--- src/rtl/mvt_pkg.sv ---
// Shared types and constants for the 4x4 vertex transform block.
// No dependencies; every other file of the block imports this package.
package mvt_pkg;

  // Default number of fraction bits of the fixed-point format.
  localparam int FRAC_BITS_DEF = 16;

  // Command codes of an input transaction.
  localparam logic CMD_LOAD  = 1'b0;
  localparam logic CMD_XFORM = 1'b1;

  // Transform modes; the unused code behaves as homogeneous.
  localparam logic [1:0] MODE_HOMOG = 2'd0;
  localparam logic [1:0] MODE_PROJ  = 2'd1;
  localparam logic [1:0] MODE_DIR   = 2'd2;
  localparam logic [1:0] MODE_RSVD  = 2'd3;

  // One queued transform: selected coefficients per row and the vector.
  typedef struct packed {
    logic [1:0]             mode;
    logic [3:0][3:0][31:0]  coef;
    logic [3:0][31:0]       vec;
  } xform_t;

  // Data that travels alongside the divider lanes.
  typedef struct packed {
    logic [1:0]        mode;
    logic              zero_w;
    logic [2:0]        neg;
    logic [3:0][31:0]  res;
  } side_t;

endpackage

--- src/rtl/mvt_queue.sv ---
// Two-entry queue between the front end and the arithmetic back end.
// Depends on mvt_pkg.
module mvt_queue (
  input  logic             clk,
  input  logic             rst_n,
  input  logic             push,
  input  mvt_pkg::xform_t  push_data,
  input  logic             pop,
  output logic             empty,
  output logic             full,
  output mvt_pkg::xform_t  head
);
  import mvt_pkg::*;

  xform_t      ent_r [2];
  logic        rd_ptr_r, wr_ptr_r;
  logic [1:0]  cnt_r, cnt_nxt;

  assign empty = (cnt_r == 2'd0);
  assign full  = (cnt_r == 2'd2);
  assign head  = ent_r[rd_ptr_r];

  // Occupancy follows pushes and pops.
  always_comb begin
    cnt_nxt = cnt_r;
    if (push && !pop) cnt_nxt = cnt_r + 2'd1;
    else if (pop && !push) cnt_nxt = cnt_r - 2'd1;
  end

  // Pointers and count.
  always_ff @(posedge clk) begin
    if (!rst_n) begin
      rd_ptr_r <= 1'b0;
      wr_ptr_r <= 1'b0;
      cnt_r    <= 2'd0;
    end else begin
      cnt_r <= cnt_nxt;
      if (push) wr_ptr_r <= !wr_ptr_r;
      if (pop)  rd_ptr_r <= !rd_ptr_r;
    end
  end

  // Entry storage.
  always_ff @(posedge clk) begin
    if (push) ent_r[wr_ptr_r] <= push_data;
  end

endmodule

--- config.mk ---
export PLATFORM = sky130hd
export DESIGN_NAME = mvt_queue
export DESIGN_NICKNAME = d
export VERILOG_FILES = /design/src/rtl/mvt_pkg.sv /design/src/rtl/mvt_queue.sv
export SDC_FILE = /design/constraint.sdc
export NUM_CORES = 1
export LEC_CHECK = 0
export ABC_AREA = 1
export BUFFER_PORTS_ARGS = -buffer_cell sky130_fd_sc_hd__buf_2
export CORE_AREA = 2 2 499 501
export DETAILED_ROUTE_END_ITERATION = 6
export DIE_AREA = 0 0 501 503
export SLEW_MARGIN = 20
export SYNTH_ARGS = -nofsm -noshare
export SYNTH_HDL_FRONTEND = slang
export SYNTH_SLANG_ARGS = --single-unit
--- constraint.sdc ---
create_clock -name clk -period 46 [get_ports clk]
set_input_delay 2.3 -clock clk [delete_from_list [all_inputs] [get_ports clk]]
set_output_delay 2.3 -clock clk [all_outputs]
set_load 0.03 [all_outputs]
==> impl_metrics.csv <==
group,metric,value,unit
yosys,syn_area,0.0465,mm²
yosys,syn-num-nets,2679,
cells_and_area,drive_above_1_share,61.4,%
global_routing,grt_usage,13.5,%
cts,cts.sinks,1289,
cts,hold_buffers,0,
global_routing,grt_pass1_vias,25600,
global_routing,grt_max_degree,154,
route,ant_nets,0,
route,vias,26300,
route,post_drt_wl_per_cell,26.3,µm
yosys,synthArstFlopShare,0,%
yosys,synth_area_leader_cell,"edfxtp_1",
cts,path_clk_slew,60,ps
yosys,ys_top_cells_by_area,"edfxtp_1 (83%), mux2_2 (16%), buf_4 (0.48%), buf_2 (0.31%), buf_6 (0.29%)",
cts,post_cts_buffers,0,
sta,worst_pin_slew,1190,ps
placed_design,dp_hpwl,142000,µm
outcome,status,"completed",
worst_setup_path,critPathKind,"reg -> out",
route,viasPerCell,3.83,
die,dieHeight,503,µm
cts,cts_resized,0,
sta,min_period_over_period,15.6,%
route,drc,0,
sta,rsz0062_at_grt,"no",
yosys,synth_common_cells,"edfxtp_1 (1,284), mux2_2 (642), buf_4 (30)",
yosys,yosysMostFrequentCell,"edfxtp_1",
cts,clock_path_buffers,3,
placed_design,io_buffers,1289,
sta,tns,0,ps
yosys,synth-edff-count,1284,
global_routing,grt_use_met3,8.15,%
route,first_pass_iters,6,
die,die_area,0.252,mm²
route,drtIter0Drc,2554,
yosys,yosysWarnings,0,
yosys,ys_ff_latch,1289,
sta,slew_viol_final,0,
die,die_w,501,µm
worst_setup_path,arrival,4880,ps
yosys,yosysUniqueCellTypes,14,
global_routing,antenna_found_initial,251,
cts,root_buffer,"clkbuf_16",
global_routing,overflow,0,
cells_and_area,finalNetCount,4077,
route,routed_wl,180000,µm
yosys,seq_area_frac_synth,83.1,%
cts,numCtsBuffers,149,
sta,skew,24.9,ps
global_routing,grtUsageMet1,15.2,%
worst_setup_path,crit_path_end_kind,"output pin",
global_routing,grt_pass1_wl,229000,µm
cts,insertion_delay,780,ps
global_routing,use_met2,20.9,%
sta,maxSlewHeadroom,21.0,%
hold_path,hp-class,"reg -> reg",
cts,htree_num_levels,4,
sta,period_minus_slack,7180,ps
power_and_ir_drop,peakVddDrop,0.0361,mV
die,coreArea,0.247,mm²
die,num_io_pins,1290,
die,rows,183,
placed_design,gp_congestion,0.960,
yosys,syn_avg_cell_area,22.9,µm²
yosys,synth_flop_cell,"edfxtp_1",
yosys,yosysTopAreaCellShare,82.9,%
yosys,synthCells,2032,
power_and_ir_drop,cellLeakagePower,22.2,nW
sta,hold_viol_final,0,
cells_and_area,syn2layout_area_growth,33.1,%
worst_setup_path,crit_path_start_kind,"flip-flop",
worst_setup_path,crit_required,43700,ps
sta,finalSetupViolCount,0,
die,start_util,18.8,%
global_routing,gr-max-usage-layer,"met2",
sta,fmax,139,MHz
power_and_ir_drop,power_density,47.4,mW/mm²
flow_run,maxCapViolations,0,
worst_setup_path,crit_fanout,73,
cts,cts_tree,"built",
sta,whs,508,ps
critical path: stages, from the launching register on:
cell,delay [ps]
dfxtp_4,750
buf_4,760
buf_4,810
buf_4,880
mux2_2,420
buf_2,190
cells by family (layout without fill, tap and decap cells):
logic type / Yosys count / count (layout) / share of synthesized area (%)
compound gates: 2 / 2 / 0.0215
fa+ha+maj: 1 / 1 / 0.0269
buf+inv: 79 / 1598 / 1.15
flops: 1289 / 1289 / 83.1
mux: 642 / 642 / 15.5
other cells: 0 / 63 / 0
simple gates: 19 / 19 / 0.161
power breakdown:
group          total (mW)  leakage (nW)  switching [mW]  internal [mW]
clock                1.22          2.41           0.503          0.715
sequential           1.38          12.1          0.0144           1.36
combinational       0.341          7.72           0.236          0.105
total                2.94          22.2           0.754           2.18
area by class of cell:
class | instances | area [µm²]
antenna | 63 | 158
clock buffer | 181 | 3910
clock inverter | 91 | 1100
fill | 25200 | 185000
inverter | 8 | 37.5
multi-input combinational | 664 | 7330
sequential | 1289 | 38700
tap | 3237 | 4050
timing repair buffer | 1318 | 6680
state kept, by name, summed over array words and instances, names as in the netlist, named ones only:
register	count
ent_r	1284
rd_ptr_r	1
cnt_r	2
wr_ptr_r	1
stage by stage:
stage	setup slack [ps]	power, mW	utilization (%)	instances	instance area (µm²)
CTS	38730	2.99	25.0	6788	61800
finish	38820	2.94	25.1	6851	61900
global placement	39550	1.75	23.0	6516	56800
detailed placement	39500	1.75	23.0	6516	56800
floorplan	15180	1.66	-	2032	46500
global route	38550	3.04	25.0	6797	61800
routing by layer:
layer	vias to the layer above	share of wire (%)
met5	-	0.43
met4	116	3.9
met3	526	15
met2	1659	45
met1	12900	37
li1	11100	-
path summary, 6_finish.rpt:
check,from,to,slack (ps),cells after the start
max reg2reg,wr_ptr_r,ent_r[0][530],41690,5
min reg2reg,rd_ptr_r,rd_ptr_r,510,2
max,flip-flop,head[30],38820,5
min,rd_ptr_r,rd_ptr_r,510,2
cell usage in the layout, fill, tap and decap left out, types with 8 or more instances in the layout:
| cell type | count |
|---|---|
| buf_2 | 1289 |
| buf_4 | 28 |
| bufinv_16 | 18 |
| clkbuf_1 | 29 |
| clkbuf_16 | 152 |
| clkinv_1 | 25 |
| clkinv_2 | 15 |
| clkinvlp_4 | 9 |
| diode_2 | 63 |
| edfxtp_1 | 1284 |
| inv_6 | 10 |
| mux2_2 | 642 |
| nand2_1 | 8 |
| nor2_1 | 8 |
(Power assumes the default switching activity.)
