$ cat src/rtl/mvt_pkg.sv
// Shared types and constants for the 4x4 vertex transform block.
// No dependencies; every other file of the block imports this package.
package mvt_pkg;

  // Default number of fraction bits of the fixed-point format.
  localparam int FRAC_BITS_DEF = 16;

  // Command codes of an input transaction.
  localparam logic CMD_LOAD  = 1'b0;
  localparam logic CMD_XFORM = 1'b1;

  // Transform modes; the unused code behaves as homogeneous.
  localparam logic [1:0] MODE_HOMOG = 2'd0;
  localparam logic [1:0] MODE_PROJ  = 2'd1;
  localparam logic [1:0] MODE_DIR   = 2'd2;
  localparam logic [1:0] MODE_RSVD  = 2'd3;

  // One queued transform: selected coefficients per row and the vector.
  typedef struct packed {
    logic [1:0]             mode;
    logic [3:0][3:0][31:0]  coef;
    logic [3:0][31:0]       vec;
  } xform_t;

  // Data that travels alongside the divider lanes.
  typedef struct packed {
    logic [1:0]        mode;
    logic              zero_w;
    logic [2:0]        neg;
    logic [3:0][31:0]  res;
  } side_t;

endpackage

$ cat src/rtl/mvt_front.sv
// Front end: holds the matrix, executes loads and builds transform entries.
// Depends on mvt_pkg.
module mvt_front #(
  parameter int FRAC_BITS = mvt_pkg::FRAC_BITS_DEF
) (
  input  logic                clk,
  input  logic                rst_n,
  input  logic                in_valid,
  output logic                in_stall,
  input  logic                in_command,
  input  logic [3:0]          in_entry_index,
  input  logic signed [31:0]  in_entry_value,
  input  logic signed [31:0]  in_x,
  input  logic signed [31:0]  in_y,
  input  logic signed [31:0]  in_z,
  input  logic signed [31:0]  in_w,
  input  logic [1:0]          in_mode,
  input  logic                in_use_transpose,
  input  logic                q_full,
  output logic                push,
  output mvt_pkg::xform_t     push_data
);
  import mvt_pkg::*;

  localparam logic [31:0] ONE = 32'd1 << FRAC_BITS;

  logic [31:0] mat_r [16];
  logic        accept;

  // A transaction is taken whenever the queue has room.
  assign in_stall = q_full;
  assign accept   = in_valid && !q_full;
  assign push     = accept && (in_command == CMD_XFORM);

  // Matrix storage; loads write one entry.
  always_ff @(posedge clk) begin
    if (!rst_n) begin
      for (int k = 0; k < 16; k++) mat_r[k] <= '0;
    end else if (accept && (in_command == CMD_LOAD)) begin
      mat_r[in_entry_index] <= in_entry_value;
    end
  end

  // Coefficient selection for plain or transposed product; direction mode
  // drops the fourth column.
  always_comb begin
    logic [3:0] idx;
    idx = '0;
    push_data.mode = in_mode;
    for (int i = 0; i < 4; i++) begin
      for (int j = 0; j < 4; j++) begin
        idx = in_use_transpose ? 4'(j * 4 + i) : 4'(i * 4 + j);
        if ((in_mode == MODE_DIR) && (j == 3)) begin
          push_data.coef[i][j] = '0;
        end else begin
          push_data.coef[i][j] = mat_r[idx];
        end
      end
    end
    push_data.vec[0] = in_x;
    push_data.vec[1] = in_y;
    push_data.vec[2] = in_z;
    push_data.vec[3] = (in_mode == MODE_PROJ) ? ONE : in_w;
  end

endmodule

$ cat config.mk
export PLATFORM = sky130hd
export DESIGN_NAME = mvt_front
export DESIGN_NICKNAME = d
export VERILOG_FILES = /design/src/rtl/mvt_pkg.sv /design/src/rtl/mvt_front.sv
export SDC_FILE = /design/constraint.sdc
export NUM_CORES = 1
export LEC_CHECK = 0
export BUFFER_PORTS_ARGS = -buffer_cell sky130_fd_sc_hd__buf_2
export CORE_AREA = 3 3 320 322
export DETAILED_ROUTE_END_ITERATION = 6
export DIE_AREA = 0 0 323 325
export MAX_ROUTING_LAYER = met4
export PLACE_DENSITY = 0.52
export SLEW_MARGIN = 20
export SYNTH_ARGS = -nofsm -noshare
export SYNTH_HDL_FRONTEND = slang
export SYNTH_SLANG_ARGS = --single-unit
$ cat constraint.sdc
create_clock -name clk -period 13.8 [get_ports clk]
set_input_delay 0.69 -clock clk [delete_from_list [all_inputs] [get_ports clk]]
set_output_delay 0.69 -clock clk [all_outputs]
set_load 0.1 [all_outputs]
==> impl_metrics.tcl <==
set metrics [dict create \
    period_minus_slack_ns 4.80 \
    rsz0062_at_grt "false" \
    numClockSinks 512 \
    cts_made_buffers 58 \
    pwr-share-seq_pct 38.5 \
    portBuffers 623 \
    globalRouteTotalUtil_pct 24.0 \
    instances_no_fill 3812 \
    reg.largest.list "mat_r: 512 flops" \
    power_density_nw_per_um2 153 \
    antenna_found_initial 36 \
    grt_overflow 0 \
    post-route-period-util_pct 34.8 \
    timing.final.ws_setup_ns 9.00 \
    min_path_cells 3 \
    placed_area_um2 29300 \
    layout.cells.most_common "buf_2" \
    slowest_stage "buf_4" \
    synth_top_area_share_pct 59.2 \
    post-route-util_pct 31.3 \
    drv_slew 0 \
    cts-hold-fix-buffers 0 \
    vias 19117 \
    p_leak_nw 11.0 \
    initial_core_util_pct 26.0 \
    crit_chain "buf_8 -> buf_12 -> buf_4 -> mux2i_1 -> nor2_1 -> buf_2" \
    yosys.cell_types.count 22 \
    clk_path_buf_depth 3 \
    path_max_fanout 141 \
    ys_seq_area_share_pct 59.2 \
    dpl.hpwl_mm 92.1 \
    cap_violations 0 \
    grt_pass1_wl_mm 166 \
    combPwrFrac_pct 29.2 \
    yosysTopAreaCell "edfxtp_1" \
    gp_congestion 0.806 \
    grt_pass1_vias 18134 \
    mostFrequentLayoutCells "buf_2 (620), nor3_1 (512), edfxtp_1 (512)" \
    place_worst_setup_slack_ns 9.18 \
    path_class "in2out" \
    finalPower_mw 4.80 \
    crit_required_ns 13.11 \
    cp.arrival_ns 4.11 \
    die_w_um 323 \
    cts_root_buf "clkbuf_16" \
    swShare_pct 39.9 \
    synth_area_leaders "edfxtp_1 (59%), mux2_2 (12%), nor3_1 (9.9%), mux2i_1 (3.7%), buf_4 (3.4%)" \
    max_stage_delay_ns 0.86 \
    drive_gt1_share_pct 42.2 \
    whs_ns 0.641 \
    hold_class "in2reg" \
    cts_max_level 2 \
    clock.fmax_ghz 0.208 \
    viasPerCell 5.01 \
    synthToLayoutAreaGrowth_pct 20.4 \
    p_int_mw 2.88 \
    finalHoldViolCount 0 \
    max_slew.worst_pin.slew_ns 1.04 \
    die_y_um 325 \
    synth-seq-cells 512 \
    top_register "mat_r" \
    drt_iter0_markers 2040 \
    netlist_area_um2 25900 \
    power.net_switching_mw 1.92 \
    syn_nets 2204 \
    end_kind "output pin" \
    largest_reg_flops 512 \
    cts_resized 0 \
    outcome "finished, final reports clean" \
    die_area_um2 105000 \
    syn_inst 2032 \
    ir_worst_vdd_mv 0.0928 \
    hold-path-endpoint "mat_r[11][31]" \
    wire_per_inst_um 33.5 \
    first_pass_iters 6 \
    setup_viol 0 \
    cts_setup_buffers 0 \
    dp.cells 3679 \
    ios 816 \
    clkPwrFrac_pct 32.4 \
    clk_pin_slew_worst_paths_ns 0.06 \
    antenna_left 0 \
    fillers 10222 \
    core_area_um2 99900 \
    yosysWarnings 0 \
    postLayoutCellArea_um2 31300 \
    hold_start "in_entry_value[31]" \
    rows 116 \
    fin_tns_setup_ns 0 \
    cts_tree "done" \
    worst_setup_path_start_kind "input port" \
    slew_headroom_pct 30.6 \
    syn_area_per_cell_um2 12.8 \
    nets 2613 \
    drt-total-wl_mm 128 \
    drc 0 \
    grt_max_degree 182 \
]
==> power by group through the flow <==
stage	clock [mW]	sequential (mW)	combinational [mW]
after floorplan	0	1.97	1.16
after global placement	0	1.88	1.40
after detailed placement	0	1.88	1.40
after CTS	1.58	1.85	1.41
after global routing	1.64	1.85	1.43
final	1.55	1.85	1.40
==> cells in the mapped netlist <==
library cell    n
nand4bb_1       1
and2_1         31
nand2_1         2
or2_1           1
o31ai_1        12
edfxtp_1      512
nor3_1        512
buf_6          28
nand3_1        32
o41ai_1         4
buf_4         117
nor2_1         96
nor2b_1        33
nand2b_1        6
mux2_2        288
clkbuf_1       63
mux2i_1        96
buf_2          97
or3b_1         32
and3b_1         1
buf_1           4
nand3b_1       64
==> layer usage <==
metal | GRT usage (%) | part of all wire (%) | up-vias | wire length (um)
met3 | 6.41 | 9.1 | 208 | 11600
li1 | - | - | 8413 | -
met1 | 28.9 | 39 | 9589 | 49700
met2 | 39.5 | 49 | 907 | 62200
met4 | 6.68 | 3.3 | 0 | 4210
met5 | - | 0 | - | 0
==> logic make-up (layout without fill, tap and decap cells) <==
logic type | after synthesis | after routing | synth area share [%]
mux | 384 | 384 | 16.2
simple gates | 811 | 811 | 16.6
flops | 512 | 512 | 59.2
compound gates | 16 | 16 | 0.482
buf+inv | 309 | 765 | 7.44
other cells | 0 | 26 | 0
==> final cells by class <==
type | instances | area (um2) | share of cell area, %
sequential | 512 | 15400 | 49.2
multi-input combinational | 1211 | 8890 | 28.4
timing repair buffer | 658 | 3430 | 11.0
tap | 1298 | 1620 | 5.20
clock buffer | 73 | 1570 | 5.03
clock inverter | 34 | 299 | 0.957
antenna | 26 | 65.1 | 0.208
==> critical path, delay by kind of cell <==
family	cells	cell delay (ns)
buffers and inverters	4	2.43
muxes	1	0.32
and+or+nand+nor	1	0.23
==> worst max path at each step <==
stage                     endpoint        startpoint
floorplan              mat_r[0][0]             rst_n
global placement    push_data[371]  in_use_transpose
detailed placement  push_data[371]  in_use_transpose
CTS                 push_data[371]  in_use_transpose
global route        push_data[371]  in_use_transpose
finish              push_data[371]  in_use_transpose
(Power assumes the default switching activity.)
